===== config.mk =====
export PLATFORM = sky130hd
export DESIGN_NAME = hash_message_padder
export DESIGN_NICKNAME = d
export VERILOG_FILES = /design/src/hw/rtl/hmp_pkg.sv /design/src/hw/rtl/hmp_cfg.sv /design/src/hw/rtl/hmp_dp.sv /design/src/hw/rtl/hmp_ctrl.sv /design/src/hw/rtl/hash_message_padder.sv
export SDC_FILE = /design/constraint.sdc
export NUM_CORES = 1
export LEC_CHECK = 0
export BUFFER_PORTS_ARGS = -buffer_cell sky130_fd_sc_hd__buf_2
export CAP_MARGIN = 20
export CORE_UTILIZATION = 59
export DETAILED_ROUTE_END_ITERATION = 10
export HOLD_SLACK_MARGIN = 0.03
export PLACE_DENSITY = 0.81
export SLEW_MARGIN = 20
export SYNTH_ARGS = -nofsm -noshare
export SYNTH_HDL_FRONTEND = slang
export SYNTH_SLANG_ARGS = --single-unit
export TNS_END_PERCENT = 30

===== constraint.sdc =====
create_clock -name clk -period 5.85 [get_ports clk]
set_input_delay 1.17 -clock clk [delete_from_list [all_inputs] [get_ports clk]]
set_output_delay 1.17 -clock clk [all_outputs]
set_load 0.03 [all_outputs]

===== src/hw/rtl/hmp_pkg.sv =====
// ----------------------------------------------------------------------------
// hmp_pkg
// Shared types and constants for the hash message padder
// ----------------------------------------------------------------------------
package hmp_pkg;

  localparam int BLOCK_BYTES     = 64;
  localparam int POS_W           = $clog2(BLOCK_BYTES);
  localparam int IDX_W           = $clog2(2 * BLOCK_BYTES) + 1;
  localparam int CNT_FIELD_BYTES = 8;
  localparam int ADDR_W          = 4;
  localparam int DATA_W          = 32;

  localparam logic [7:0] PAD_HIGH = 8'h80;
  localparam logic [7:0] PAD_LOW  = 8'h01;

  localparam logic [1:0] REG_PAD_HIGH_BIT      = 2'd0;
  localparam logic [1:0] REG_LENGTH_BIG_ENDIAN = 2'd1;
  localparam logic [1:0] REG_COUNT_BYTES       = 2'd2;

  localparam logic       OP_BYTE     = 1'b0;
  localparam logic       OP_FINALIZE = 1'b1;

  typedef struct packed {
    logic       operation;
    logic [7:0] data_byte;
  } in_t;

  typedef struct packed {
    logic [63:0] word;
    logic        block_last;
    logic        message_last;
  } out_t;

  typedef struct packed {
    logic       pad_high_bit;
    logic       length_big_endian;
    logic [4:0] count_bytes;
  } cfg_t;

  typedef enum logic [1:0] {
    ST_IDLE = 2'b01,
    ST_FIN  = 2'b10
  } state_t;

  typedef struct packed {
    logic byte_en;
    logic fin_start;
    logic fin_emit;
  } ctrl_cmd_t;

  typedef struct packed {
    logic beat_free;
    logic fin_last;
  } dp_status_t;

endpackage


===== src/hw/rtl/hmp_cfg.sv =====
// ----------------------------------------------------------------------------
// hmp_cfg
// APB register file: pad byte select, length byte order, count area size
// ----------------------------------------------------------------------------
module hmp_cfg (
  input  logic                       clk,
  input  logic                       rst,
  input  logic                       psel,
  input  logic                       penable,
  input  logic                       pwrite,
  input  logic [hmp_pkg::ADDR_W-1:0] paddr,
  input  logic [hmp_pkg::DATA_W-1:0] pwdata,
  output logic [hmp_pkg::DATA_W-1:0] prdata,
  output logic                       pready,
  output hmp_pkg::cfg_t              cfg
);
  import hmp_pkg::*;

  logic       wr_en;
  logic [1:0] reg_idx;

  assign wr_en   = psel && penable && pwrite;
  assign reg_idx = paddr[3:2];
  assign pready  = 1'b1;

  always_ff @(posedge clk) begin
    if (rst) begin
      cfg.pad_high_bit      <= 1'b1;
      cfg.length_big_endian <= 1'b1;
      cfg.count_bytes       <= 5'd8;
    end else if (wr_en) begin
      case (reg_idx)
        REG_PAD_HIGH_BIT:      cfg.pad_high_bit      <= pwdata[0];
        REG_LENGTH_BIG_ENDIAN: cfg.length_big_endian <= pwdata[0];
        REG_COUNT_BYTES:       cfg.count_bytes       <= pwdata[4:0];
        default: ;
      endcase
    end
  end

  always_comb begin
    case (reg_idx)
      REG_PAD_HIGH_BIT:      prdata = {{(DATA_W-1){1'b0}}, cfg.pad_high_bit};
      REG_LENGTH_BIG_ENDIAN: prdata = {{(DATA_W-1){1'b0}}, cfg.length_big_endian};
      REG_COUNT_BYTES:       prdata = {{(DATA_W-5){1'b0}}, cfg.count_bytes};
      default:               prdata = '0;
    endcase
  end

endmodule


===== src/hw/rtl/hmp_dp.sv =====
// ----------------------------------------------------------------------------
// hmp_dp
// Datapath: byte packing, length counter, pad and length word generation,
// output beat register
// ----------------------------------------------------------------------------
module hmp_dp (
  input  logic                 clk,
  input  logic                 rst,
  input  hmp_pkg::in_t         item,
  input  hmp_pkg::cfg_t        cfg,
  input  hmp_pkg::ctrl_cmd_t   cmd,
  output hmp_pkg::dp_status_t  status,
  input  logic                 beat_stall,
  output logic                 beat_valid,
  output hmp_pkg::out_t        beat
);
  import hmp_pkg::*;

  logic [POS_W-1:0] pos;
  logic [55:0]      partial;
  logic [60:0]      byte_count;
  logic [IDX_W-1:0] widx;
  logic             extra;

  logic [POS_W:0]   pos_inc;
  logic             blk_end;
  logic [IDX_W-1:0] cb_sat;
  logic             extra_next;
  logic [IDX_W-1:0] w0;
  logic [IDX_W-1:0] widx_inc;
  logic [IDX_W-1:0] total;
  logic             first_word;
  logic [2:0]       k;
  logic [6:0]       part_sh;
  logic [5:0]       pad_sh;
  logic [7:0]       pad_byte;
  logic [63:0]      bits;
  logic [63:0]      bits_le;
  logic [63:0]      fin_word;

  assign pos_inc  = {1'b0, pos} + (POS_W+1)'(1);
  assign blk_end  = (pos_inc == (POS_W+1)'(BLOCK_BYTES));
  assign w0       = IDX_W'({pos[POS_W-1:3], 3'b000});
  assign widx_inc = widx + IDX_W'(8);
  assign total    = extra ? IDX_W'(2 * BLOCK_BYTES) : IDX_W'(BLOCK_BYTES);
  assign first_word = (widx == w0);
  assign k        = pos[2:0];
  assign part_sh  = 7'((4'd8 - {1'b0, k}) << 3);
  assign pad_sh   = 6'((3'd7 - k) << 3);
  assign pad_byte = cfg.pad_high_bit ? PAD_HIGH : PAD_LOW;
  assign bits     = {byte_count, 3'b000};

  assign status.beat_free = !beat_valid || !beat_stall;
  assign status.fin_last  = (widx_inc == total);

  // saturate count area into 8..block size
  always_comb begin
    if (cfg.count_bytes < 5'(CNT_FIELD_BYTES)) begin
      cb_sat = IDX_W'(CNT_FIELD_BYTES);
    end else if (IDX_W'(cfg.count_bytes) > IDX_W'(BLOCK_BYTES)) begin
      cb_sat = IDX_W'(BLOCK_BYTES);
    end else begin
      cb_sat = IDX_W'(cfg.count_bytes);
    end
    extra_next = (IDX_W'(pos) + cb_sat) >= IDX_W'(BLOCK_BYTES);
  end

  always_comb begin
    for (int j = 0; j < 8; j++) begin
      bits_le[8*j +: 8] = bits[8*(7-j) +: 8];
    end
    if (first_word) begin
      fin_word = ({8'h00, partial} << part_sh) | ({56'h0, pad_byte} << pad_sh);
    end else if (status.fin_last) begin
      fin_word = cfg.length_big_endian ? bits : bits_le;
    end else begin
      fin_word = '0;
    end
  end

  always_ff @(posedge clk) begin
    if (rst) begin
      pos        <= '0;
      partial    <= '0;
      byte_count <= '0;
      widx       <= '0;
      extra      <= 1'b0;
      beat_valid <= 1'b0;
    end else begin
      if (!beat_stall) begin
        beat_valid <= 1'b0;
      end
      if (cmd.byte_en) begin
        byte_count <= byte_count + 61'd1;
        if (k == 3'd7) begin
          beat_valid        <= 1'b1;
          beat.word         <= {partial, item.data_byte};
          beat.block_last   <= blk_end;
          beat.message_last <= 1'b0;
          partial           <= '0;
          pos               <= blk_end ? '0 : pos_inc[POS_W-1:0];
        end else begin
          partial <= {partial[47:0], item.data_byte};
          pos     <= pos_inc[POS_W-1:0];
        end
      end
      if (cmd.fin_start) begin
        widx  <= w0;
        extra <= extra_next;
      end
      if (cmd.fin_emit) begin
        beat_valid        <= 1'b1;
        beat.word         <= fin_word;
        beat.block_last   <= (widx_inc == IDX_W'(BLOCK_BYTES)) ||
                             (widx_inc == IDX_W'(2 * BLOCK_BYTES));
        beat.message_last <= status.fin_last;
        widx              <= widx_inc;
        if (status.fin_last) begin
          pos        <= '0;
          partial    <= '0;
          byte_count <= '0;
        end
      end
    end
  end

endmodule


===== src/hw/rtl/hmp_ctrl.sv =====
// ----------------------------------------------------------------------------
// hmp_ctrl
// Controller: takes message bytes, sequences the padding words on finalize
// ----------------------------------------------------------------------------
module hmp_ctrl (
  input  logic                clk,
  input  logic                rst,
  input  logic                item_valid,
  input  logic                item_operation,
  output logic                item_stall,
  input  hmp_pkg::dp_status_t status,
  output hmp_pkg::ctrl_cmd_t  cmd
);
  import hmp_pkg::*;

  state_t state, state_next;
  logic   accept;

  assign item_stall = (state != ST_IDLE) || !status.beat_free;
  assign accept     = item_valid && !item_stall;

  always_comb begin
    state_next    = state;
    cmd.byte_en   = 1'b0;
    cmd.fin_start = 1'b0;
    cmd.fin_emit  = 1'b0;
    case (state)
      ST_IDLE: begin
        if (accept) begin
          if (item_operation == OP_FINALIZE) begin
            cmd.fin_start = 1'b1;
            state_next    = ST_FIN;
          end else begin
            cmd.byte_en = 1'b1;
          end
        end
      end
      ST_FIN: begin
        if (status.beat_free) begin
          cmd.fin_emit = 1'b1;
          if (status.fin_last) begin
            state_next = ST_IDLE;
          end
        end
      end
      default: state_next = ST_IDLE;
    endcase
  end

  always_ff @(posedge clk) begin
    if (rst) begin
      state <= ST_IDLE;
    end else begin
      state <= state_next;
    end
  end

endmodule


===== src/hw/rtl/hash_message_padder.sv =====
// ----------------------------------------------------------------------------
// hash_message_padder
// Merkle-Damgard message padding front end: packs bytes into 64-bit words,
// appends pad byte, zeros and the bit count
// ----------------------------------------------------------------------------
// a full word is registered with its eighth byte and appears in the next
// cycle, and bytes stream one per cycle while beats are taken
// finalize emits the rest of the block (plus one more if the pad lands in
// the count area) from the output register, one word per cycle unless stalled
// synchronous reset clears position, partial word, byte count and beat valid;
// registers return to pad 0x80, big-endian length, 8 count bytes
module hash_message_padder (
  input  logic                       clk,
  input  logic                       rst,
  input  logic                       item_valid,
  output logic                       item_stall,
  input  hmp_pkg::in_t               item,
  output logic                       beat_valid,
  input  logic                       beat_stall,
  output hmp_pkg::out_t              beat,
  input  logic                       psel,
  input  logic                       penable,
  input  logic                       pwrite,
  input  logic [hmp_pkg::ADDR_W-1:0] paddr,
  input  logic [hmp_pkg::DATA_W-1:0] pwdata,
  output logic [hmp_pkg::DATA_W-1:0] prdata,
  output logic                       pready
);
  import hmp_pkg::*;

  cfg_t       cfg;
  ctrl_cmd_t  cmd;
  dp_status_t status;

  hmp_cfg u_cfg (
    .clk     (clk),
    .rst     (rst),
    .psel    (psel),
    .penable (penable),
    .pwrite  (pwrite),
    .paddr   (paddr),
    .pwdata  (pwdata),
    .prdata  (prdata),
    .pready  (pready),
    .cfg     (cfg)
  );

  hmp_ctrl u_ctrl (
    .clk            (clk),
    .rst            (rst),
    .item_valid     (item_valid),
    .item_operation (item.operation),
    .item_stall     (item_stall),
    .status         (status),
    .cmd            (cmd)
  );

  hmp_dp u_dp (
    .clk        (clk),
    .rst        (rst),
    .item       (item),
    .cfg        (cfg),
    .cmd        (cmd),
    .status     (status),
    .beat_stall (beat_stall),
    .beat_valid (beat_valid),
    .beat       (beat)
  );

endmodule


; Word-level counts from Yosys, hierarchy flattened
; Cells that the tools add are included.
[totals]
regBits = 208
latchBits = 0
mem_bits_rw = 0
mem_bits_ro = 0
output_inout_bits = 101
memories = 0
[op_classes]
add_sub_neg = 6
n_mul = 0
div = 0
order_cmp = 2
eq_ne = 15
shifts = 2
mux = 39
bitwise_logic = 2
n_reduce_logical = 19
[op_table]
columns = cell, n
row1 = 56-bit 2-to-1 mux, 4
row2 = 66-bit 2-to-1 mux, 3
row3 = 64-bit 2-to-1 mux, 3
row4 = 61-bit 2-to-1 mux, 3
row5 = 64-bit bitwise OR, 1
row6 = 56-bit by 7-bit << shifter with 64-bit output, 1
row7 = 8-bit by 6-bit << shifter with 64-bit output, 1
row8 = 61-bit by 1-bit adder with 61-bit output (second input constant), 1
row9 = 8-bit 2-to-1 mux, 4
row10 = 6-bit 2-to-1 mux, 5
row11 = 5-bit case mux with 3 select lines, 1
row12 = 2-bit 2-to-1 mux, 6
row13 = 6-bit by 8-bit adder with 8-bit output, 1
row14 = 8-bit by 4-bit adder with 8-bit output (second input constant), 1
row15 = 8-bit by 6-bit == test with 1-bit output, 1
row16 = 8-bit by 7-bit == test with 1-bit output (second input constant), 1
row17 = 8-bit == test, 1
row18 = 8-bit == test (second input constant), 1
row19 = 8-bit by 7-bit >= comparator with 1-bit output (second input constant), 1
row20 = 1-bit 2-to-1 mux, 8
row21 = 6-bit by 1-bit adder with 7-bit output (second input constant), 1
row22 = 7-bit == test (second input constant), 1
row23 = 2-bit by 1-bit inequality test with 1-bit output (second input constant), 3
row24 = 2-bit AND reduction, 3
row25 = other kinds (17), 29

; Longest topological paths before layout
; Gate-level depths: netlist of run 1.
[depth]
depth_word = 11
ltp_mapped = 12
depth_no_buf = 9

; Hierarchy
; Synthesis of run 1 repeated with hierarchy kept, for this count alone.
[hier_totals]
cells_unflattened = 1352
hier_area_um2 = 12353.1
[modules_own_cells]
columns = module, n_inst, cells_each, area_each_um2, seq_area_each_um2
row1 = hmp_dp, 1, 1268, 11637.4, 4584.4
row2 = hmp_cfg, 1, 70, 595.6, 140.1
row3 = hmp_ctrl, 1, 14, 120.1, 40.0

; Worst setup path before layout of run 1
; OpenSTA, ideal clock, no wires.
[synth_timing]
path_type = input to register
start = in beat_stall
end = reg, netlist name u_dp.beat[0]
setup_ns = 0.490
t_arrival_ns = 4.859
t_required_ns = 5.360
setup_slack_ns = 0.501
path_stages = 6
path_buffers = 2
cell_sequence = nand2_1 > clkbuf_1 > and3_1 > clkbuf_1 > a21oi_1 > nor2_1
[synth_between]
elab_chain_len = 10
[synth_lines]
columns = element, line_no
row1 = from (decl), hash_message_padder.sv:19  ; input logic beat_stall,
row2 = 1-bit zero test *, hmp_dp.sv:53  ; assign status.beat_free = !beat_valid || !beat_stall;
row3 = 1-bit logical OR *, hmp_dp.sv:53
row4 = 1-bit zero test, hmp_ctrl.sv:19  ; assign item_stall = (state != ST_IDLE) || !status.beat_free;
row5 = 1-bit logical OR, hmp_ctrl.sv:19
row6 = 1-bit zero test, hmp_ctrl.sv:20  ; assign accept = item_valid && !item_stall;
row7 = 1-bit logical AND, hmp_ctrl.sv:20
row8 = 2-bit 2-to-1 mux, hmp_ctrl.sv:29  ; if (accept) begin
row9 = 2-bit 2-to-1 mux, hmp_ctrl.sv:27  ; case (state)
row10 = 2-bit nonzero test (no line), --
row11 = 3-bit AND reduction (no line) *, --
; Mark *: on every way between the ends. The rest lies on a longest branch, timed or not.
; A chain may end at the register's enable or synchronous reset.

; Final worst setup path of run 1
[layout_timing]
start = reg u_dp.pos[1]
end = reg, netlist name u_dp.beat[49]
[layout_between]
elab_chain_len = 5
[layout_lines]
columns = element, line_no
row1 = from (decl), hmp_dp.sv:19  ; logic [POS_W-1:0] pos;
row2 = from (signal assigned), hmp_dp.sv:101  ; pos <= blk_end ? '0 : pos_inc[POS_W-1:0];
row3 = from (signal assigned), hmp_dp.sv:104  ; pos <= pos_inc[POS_W-1:0];
row4 = 4-bit by 3-bit subtractor with 4-bit output / 3-bit subtractor (equally long branches), "hmp_dp.sv:48, hmp_dp.sv:49"
row5 = 56-bit by 7-bit << shifter with 64-bit output / 8-bit by 6-bit << shifter with 64-bit output (equally long branches), hmp_dp.sv:73  ; fin_word = ({8'h00, partial} << part_sh) | ({56'h0, pad_byte} << pad_sh);
row6 = 64-bit bitwise OR *, hmp_dp.sv:73
row7 = 64-bit 2-to-1 mux *, hmp_dp.sv:72  ; if (first_word) begin
row8 = 66-bit 2-to-1 mux *, hmp_dp.sv:111  ; if (cmd.fin_emit) begin
; Marks and branches as above.

==> results of run 1 <==
[cell type report]
type,count,area share [%]
Multi-Input combinational cell,1105,52.66
Sequential cell,205,34.41
Timing Repair Buffer,112,4.396
Clock buffer,25,4.279
Tap cell,275,2.482
Clock inverter,16,1.390
Inverter,14,0.3791
[cell usage after synthesis, types with 10 or more instances]
master	n	share of area [%]
nor3b_1	57	3.4
a211oi_1	40	2.4
edfxtp_1	66	16
o21ai_0	110	4.3
nand3_1	33	1.3
and3_1	12	0.59
nor2_1	78	2.3
nor2b_1	19	0.93
or3_1	23	1.1
nand2b_1	10	0.49
o211ai_1	21	1.2
dfxtp_1	139	22
inv_1	13	0.38
a21oi_1	117	4.6
nand2_1	82	2.4
buf_2	22	0.87
and4_1	13	0.90
mux2_2	49	4.3
nor4_1	12	0.59
a31oi_1	38	1.9
nand4_1	16	0.79
xnor2_1	36	2.5
clkbuf_1	108	3.2
and2_1	19	0.93
buf_4	29	1.7
mux2i_1	61	4.8
nor3_1	111	4.4
[power groups by stage]
stage	Clock, mW	Sequential (mW)	Combinational, mW
after floorplan	0	1.51	0.236
after global placement	0	1.52	0.280
after detailed placement	0	1.52	0.284
after CTS	1.52	1.48	0.285
after global routing	1.57	1.49	0.313
final	1.52	1.49	0.294
[per-layer routing]
| metal | global-route usage (%) | up-vias | part of all wire (%) |
|---|---|---|---|
| met4 | 17.14 | 0 | 5.6 |
| li1 | - | 5419 | - |
| met3 | 4.954 | 121 | 9.2 |
| met5 | 0 | - | 0 |
| met2 | 53.18 | 695 | 45 |
| met1 | 45.71 | 5616 | 40 |
[tightest hold or removal path, delay by kind of cell (launching register included)]
family	cells	cell delay [ns]
flops	1	0.33
compound gates	2	0.13
[worst paths after layout]
| kind | startpoint | to | depth (start not counted) |
|---|---|---|---|
| worst max-delay path | u_dp.pos[1]$_SDFF_PP0_ | u_dp.beat[49]$_DFFE_PP_ | 7 |
| worst min register to register | u_dp.byte_count[60]$_SDFF_PP0_ | u_dp.byte_count[60]$_SDFF_PP0_ | 2 |
| worst max register to register | u_dp.pos[1]$_SDFF_PP0_ | u_dp.beat[49]$_DFFE_PP_ | 7 |
| worst min-delay path | u_dp.byte_count[60]$_SDFF_PP0_ | u_dp.byte_count[60]$_SDFF_PP0_ | 2 |
[metrics by stage]
step           hold WS (ns)  area, um2  setup slack [ns]  util [%]
6_report             0.5143      13860             2.100     65.73
5_1_grt              0.5443      13860             1.877     65.73
4_1_cts              0.5074      13860             2.241     65.71
3_5_place_dp         0.4947      13070             1.911     61.98
3_3_place_gp         0.4895      13070             2.006     61.97
2_1_floorplan        0.4665      12810            0.5011         -
[state kept, by name, indices dropped and copies added, names as in the netlist]
register	count
u_dp.beat	66
u_dp.byte_count	61
u_dp.partial	56
u_cfg.cfg	7
u_dp.pos	6
u_dp.widx	5
u_ctrl.state	2
u_dp.beat_valid	1
u_dp.extra	1
[cells by family after synthesis]
kind of cell / share of synthesized area (%)
compound gates: 18.68
xor+xnor: 3.020
fa+ha+maj: 1.043
buf+inv: 6.484
flops: 37.47
mux: 10.73
other cells: 0.05905
simple gates: 22.51
==> metrics.md, run 1 <==
| Metric | Value |
|---|---|
| CP cell instances | `inv_1, ha_2, buf_4, nor3_1, a2111o_1, a32oi_1, o21ai_0` |
| Ys async rst share | `0%` |
| # Max-Cap Violations | `0` |
| Clock sinks | `205` |
| Starting DRT DRC Count | `1249` |
| Crit path required time | `between 6 and 7 ns` |
| Hold-fix buffers, CTS | `0` |
| Post-cts resize count | `0` |
| Area of the multi-input gates | `7300 um2` |
| Post-synth EDFFs | `66` |
| # diodes | `0` |
| Flop pwr share | `roughly 45%` |
| CP Buf/Inv Count | `2` |
| Final std cells w/o fill | `1752` |
| H-tree levels | `1` |
| P per Cell Area | `between 200 and 250 nW/um2` |
| Final worst path period share | `64.11%` |
| WL/cell | `21.50 um` |
| TNS Setup | `0 ns` |
| Synth unique cells | `71` |
| GR Overflow Total | `0` |
| Critical path fanouts, max | `50` |
| Commonest cells after routing, fill and taps aside | `137 x dfxtp_1, 116 x a21oi_1, 111 x nor3_1` |
| Register area share after synthesis | `a little under two fifths` |
| Setup slack, reg-to-reg | `2.10 ns` |
| CTS max path bufs | `3` |
| Post-DRT Antenna Nets | `0` |
| Slowest stage delay, CP | `0.73 ns` |
| Tightest Pin Transition | `1.114 ns` |
| Critical path capture point type | `flop` |
| Vias in the first global route | `10660` |
| Slowest-stage cell, CP | `dfxtp_1` |
| Commonest non-fill, non-tap cell in the layout | `dfxtp_1` |
| Layout area overhead | `8.993%` |
| Core area | `between 20000 and 25000 um2` |
| Row count | `53` |
| Ports | `about 150` |
| Post-Syn Area per Cell | `8.681 um2` |
| Die footprint | `22150 um2` |
| Vias/cell | `6.764` |
| WS Path Type | `reg -> reg` |
| Mapped Area | `roughly 13000 um2` |
| Clock share of power | `46.0%` |
| Post-placement cell count | `1711` |
| Clock insertion delay at the later pin of the skew report | `0.52 ns` |
| HPWL after DPL | `25.00 mm` |
| Total CTS buffers | `23` |
| Clock Skews | `0.01172 ns` |
| CP startpoint kind | `flop` |
| Final hold viol count | `0` |
| Synth Warn # | `0` |
| Fill count | `1769` |
| Root Buffer | `clkbuf_16` |
| Combinational power share | `8.9%` |
| LEAKAGE | `4.754 nW` |
| Via count | `11850` |
| Final setup viols | `0` |
| Normalized max-slew margin | `about a quarter` |
| Maximum number of pins on one net before global-route repair | `between 100 and 150` |
| Final #Nets | `1523` |
| RePlAce Congestion | `1.001` |
| Min Clock Period, post-route | `about 3.8 ns` |
| Post-CTS Setup Bufs | `0` |
| First-pass GRT wire length | `59.41 mm` |
| First-pass iteration count of the detailed router | `5` |
| IO buf count | `95` |
| Overall Power | `roughly 3.3 mW` |
| TritonCTS clock tree | `done` |
| NetSw | `0.8371 mW` |
| Drt total wl | `37.66 mm` |
| Status | `finished, final reports clean` |
| #FFs+latches synth | `between 200 and 250` |
| Die Wd | `148.8 um` |
| Critical Path AT | `3.96 ns` |
| Maximum clock frequency | `266.6 MHz` |
| Most used DFF post-synth | `dfxtp_1` |
| Crit-path leading delay family | `compound AO/OA/AOI/OAI gates` |
| Unrepaired setup endpoints after global routing | `false` |
| Initial antenna violation count | `0` |
| Sw frac | `25.39%` |
| GR Util All Layers | `33.93%` |
| Share of layout cells above drive strength 1 | `16.05%` |
| Max VDD drop | `around 0.22 mV` |
| Die height | `148.8 um` |
| Sequential cell area | `4770 um2` |
| Cell Int Power | `2.460 mW` |
| DRC viols | `0` |
| Min-Delay Path Class | `reg -> reg` |
| Clk slew on worst S/H paths | `0.07 ns` |
| Initial Util | `60.31%` |
| Gate Count Post-Synth | `1465` |
| Max-slew violations | `0` |
No activity file was read; power rests on OpenSTA's default activity.
==> run 2: changes to the inputs <==
Settings changed: ABC_AREA set to 1, CORE_UTILIZATION 59 to 54, PLACE_DENSITY 0.81 to 0.77.
Clock period 5.85 ns to 3.44 ns, I/O delays scaled along.
==> run 2 against run 1 <==
Fmax increased by 39%; clock skew fell by 0.0043 ns; cell count up 42%; global-route usage is 0.078 points higher; non-clock buffer count increased by 24; hold slack got worse by 0.11 ns; design area is 7.5% higher; largest cell class unchanged.
==> metrics.md, run 2 <==
| Metric | Value |
|---|---|
| Final hold viol count | `0 (unchanged)` |
| Mux contribution to synthesized area | `0.2211% (-11 points)` |
| Commonest non-fill, non-tap cell in the layout | `nand2_1` |
| Max-slew violations | `0 (unchanged)` |
| Die height | `160.6 um (+7.9%)` |
| Commonest cells after routing, fill and taps aside | `505 x nand2_1, 430 x nor2_1, 209 x o21ai_0` |
| Row count | `57 (+7.5%)` |
| Clock sinks | `205 (unchanged)` |
| Synth top area share | `20.49% (-1.4 points)` |
| HPWL after DPL | `32.55 mm (+30%)` |
| Total CTS buffers | `24 (+4.3%)` |
| Area of the multi-input gates | `7457 um2 (+2.2%)` |
| Post-Syn Area per Cell | `6.447 um2 (-26%)` |
| WL/cell | `17.76 um (-17%)` |
| Synth unique cells | `48 (-32%)` |
| Status | `finished, final reports clean` |
| Synth area leaders | `dfxtp_1 20%, edfxtp_1 15%, nand2_1 14%` |
| CP startpoint kind | `flop` |
| Final worst path period share | `78.29% (+14 points)` |
| Normalized max-slew margin | `52.95% (+28 points)` |
| Count leader, synth | `nand2_1` |
| #FFs+latches synth | `205 (unchanged)` |
| Largest Register | `u_dp.beat` |
| Maximum number of pins on one net before global-route repair | `84 (-28%)` |
| Max reg flops | `66 (unchanged)` |
| Root Buffer | `clkbuf_16` |
| GR Util All Layers | `34.01% (+0.078 points)` |
| Gate Count Post-Synth | `2107 (+44%)` |
| Largest family of logic cells by synthesized area | `simple AND/OR/NAND/NOR gates` |
| Final #Nets | `2210 (+45%)` |
| LEAKAGE | `5.670 nW (+19%)` |
| Overall Power | `6.197 mW (+88%)` |
| Critical Path AT | `3.00 ns (-0.96 ns)` |
| Vias in the first global route | `12490 (+17%)` |
| GR Util met2 | `52.05% (-1.1 points)` |
| Tightest Pin Transition | `0.7049 ns (-0.4089 ns)` |
| Synth Warn # | `0 (unchanged)` |
| Mapped Area | `13580 um2 (+6.8%)` |
| DRC viols | `0 (unchanged)` |
| First-pass iteration count of the detailed router | `8 (+3)` |
| WS Path Type | `reg -> reg` |
| CTS max path bufs | `3 (unchanged)` |
| Critical path fanouts, max | `27 (-46%)` |
| Unrepaired setup endpoints after global routing | `false` |
| TritonCTS clock tree | `done` |
| Compound-Gate Fraction of Synth Area | `15.18% (-3.5 points)` |
| Biggest registers after layout | `u_dp.beat: 66 flops, u_dp.byte_count: 61 flops, u_dp.partial: 56 flops` |
| Crit path required time | `3.75 ns (-2.31 ns)` |
| Hold-fix buffers, CTS | `0 (unchanged)` |
| Post-synthesis cell type with the largest combined area | `dfxtp_1` |
| P per Cell Area | `416.0 nW/um2 (+75%)` |
| Met3 layer usage reported by global route | `5.914% (+0.96 points)` |
| Most used DFF post-synth | `dfxtp_1` |
| Clock Skews | `0.007386 ns (-0.004331 ns)` |
| Drt total wl | `44.23 mm (+17%)` |
| Min-Delay Path Class | `in -> reg` |
| RePlAce Congestion | `0.9903 (-1.0%)` |
| Busiest layer in global routing | `met2` |
| H-tree levels | `1 (unchanged)` |
| Clock insertion delay at the later pin of the skew report | `0.53 ns (about the same)` |
| Synth Area in XOR/XNOR | `2.874% (-0.15 points)` |
| Die footprint | `25790 um2 (+16%)` |
| Max VDD drop | `0.4132 mV (+85%)` |
| Post-synth EDFFs | `66 (unchanged)` |
| Adder-cell area share of the yosys netlist | `0.9764% (-0.066 points)` |
| Ports | `153 (unchanged)` |
| Vias/cell | `5.640 (-17%)` |
| Sequential cell area | `4767 um2 (about the same)` |
| IO buf count | `95 (unchanged)` |
| Post-CTS Setup Bufs | `0 (unchanged)` |
| Share of layout cells above drive strength 1 | `10.39% (-5.7 points)` |
| GR Overflow Total | `0 (unchanged)` |
| Ys async rst share | `0% (unchanged)` |
| Post-DRT Antenna Nets | `0 (unchanged)` |
| Initial Util | `55.53% (-4.8 points)` |
| TNS Setup | `0 ns (unchanged)` |
| Critical path capture point type | `flop` |
| Min Clock Period, post-route | `2.693 ns (-1.057 ns)` |
| Simple-Gate Fraction of Synth Area | `34.66% (+12 points)` |
| Via count | `14040 (+19%)` |
| Initial antenna violation count | `0 (unchanged)` |
| Die Wd | `160.6 um (+7.9%)` |
| Met1 Use GR | `46.60% (+0.89 points)` |
| First-pass GRT wire length | `68.52 mm (+15%)` |
| Clk slew on worst S/H paths | `0.06 ns (about the same)` |
| Final setup viols | `0 (unchanged)` |
| Starting DRT DRC Count | `1542 (+23%)` |
| Maximum clock frequency | `371.3 MHz (+39%)` |
| Leading post-synthesis cells by instance count | `507 x nand2_1, 431 x nor2_1, 209 x o21ai_0` |
| # diodes | `0 (unchanged)` |
| Post-cts resize count | `0 (unchanged)` |
| Fill count | `2412 (+36%)` |
| Core area | `24460 um2 (+16%)` |
| # Max-Cap Violations | `0 (unchanged)` |
| Layout area overhead | `9.681%` |
| Register area share after synthesis | `35.08% (-2.4 points)` |
## run 2: final timing paths
kind	startpoint	end	slack, ns	cells past startpoint
worst max-delay path	u_dp.pos[1]$_SDFF_PP0_	u_dp.beat[27]$_DFFE_PP_	0.75	8
worst min-delay path	pwdata[3]	u_cfg.cfg[3]$_SDFFE_PP1P_	0.40	3
worst max register to register	u_dp.pos[1]$_SDFF_PP0_	u_dp.beat[27]$_DFFE_PP_	0.75	8
worst min register to register	u_cfg.cfg[2]$_SDFFE_PP0P_	u_cfg.cfg[2]$_SDFFE_PP0P_	0.51	2
## run 2: worst max-delay path: stages (launching register included)
cell and delay, ns:
dfxtp_1 0.56, inv_2 0.19, ha_1 0.39, inv_2 0.41, buf_4 0.25, mux2i_1 0.10, nor2_1 0.16, nor2_1 0.06
a21oi_1 0.33
## run 2: layout make-up
class	count	share of cell area (%)
timing repair buffer	136	5.593
multi-input combinational	1610	50.05
inverter	171	4.334
tap	324	2.721
sequential	205	32.00
clock inverter	8	0.4871
clock buffer	36	4.812
## run 2: kinds of logic (layout without fill, tap and decap cells)
| family | after synthesis | count (layout) |
|---|---|---|
| fa+ha+maj | 10 | 10 |
| flops | 205 | 205 |
| buf+inv | 318 | 351 |
| other cells | 2 | 28 |
| mux | 3 | 3 |
| compound gates | 392 | 392 |
| xor+xnor | 42 | 42 |
| simple gates | 1135 | 1135 |
## run 2: stage by stage
step / hold WS [ns] / cells / utilization, % / worst slack (ns) / instance area, um2
6_report: 0.4022 / 2490 / 60.90 / 0.7469 / 14900
5_1_grt: 0.4325 / 2490 / 60.90 / 0.5979 / 14900
4_1_cts: 0.3901 / 2490 / 60.90 / 0.8057 / 14900
3_5_place_dp: 0.4943 / 2446 / 57.67 / 0.8237 / 14110
3_3_place_gp: 0.4840 / 2446 / 57.67 / 0.8115 / 14110
2_1_floorplan: 0.4502 / 2133 / - / 0.2266 / 13690
## run 2: routing by layer
metal	routed length (um)	part of all wire, %
met5	0	0
met1	18900	43
met4	2071	4.7
met3	3888	8.8
met2	19370	44
## run 2: power breakdown
group | switching, mW | leakage (nW) | internal (mW) | total, mW
Combinational | 0.706 | 3.57 | 0.286 | 0.991
Sequential | 0.0740 | 1.71 | 2.56 | 2.63
Clock | 1.06 | 0.385 | 1.51 | 2.57
Total | 1.84 | 5.67 | 4.36 | 6.20
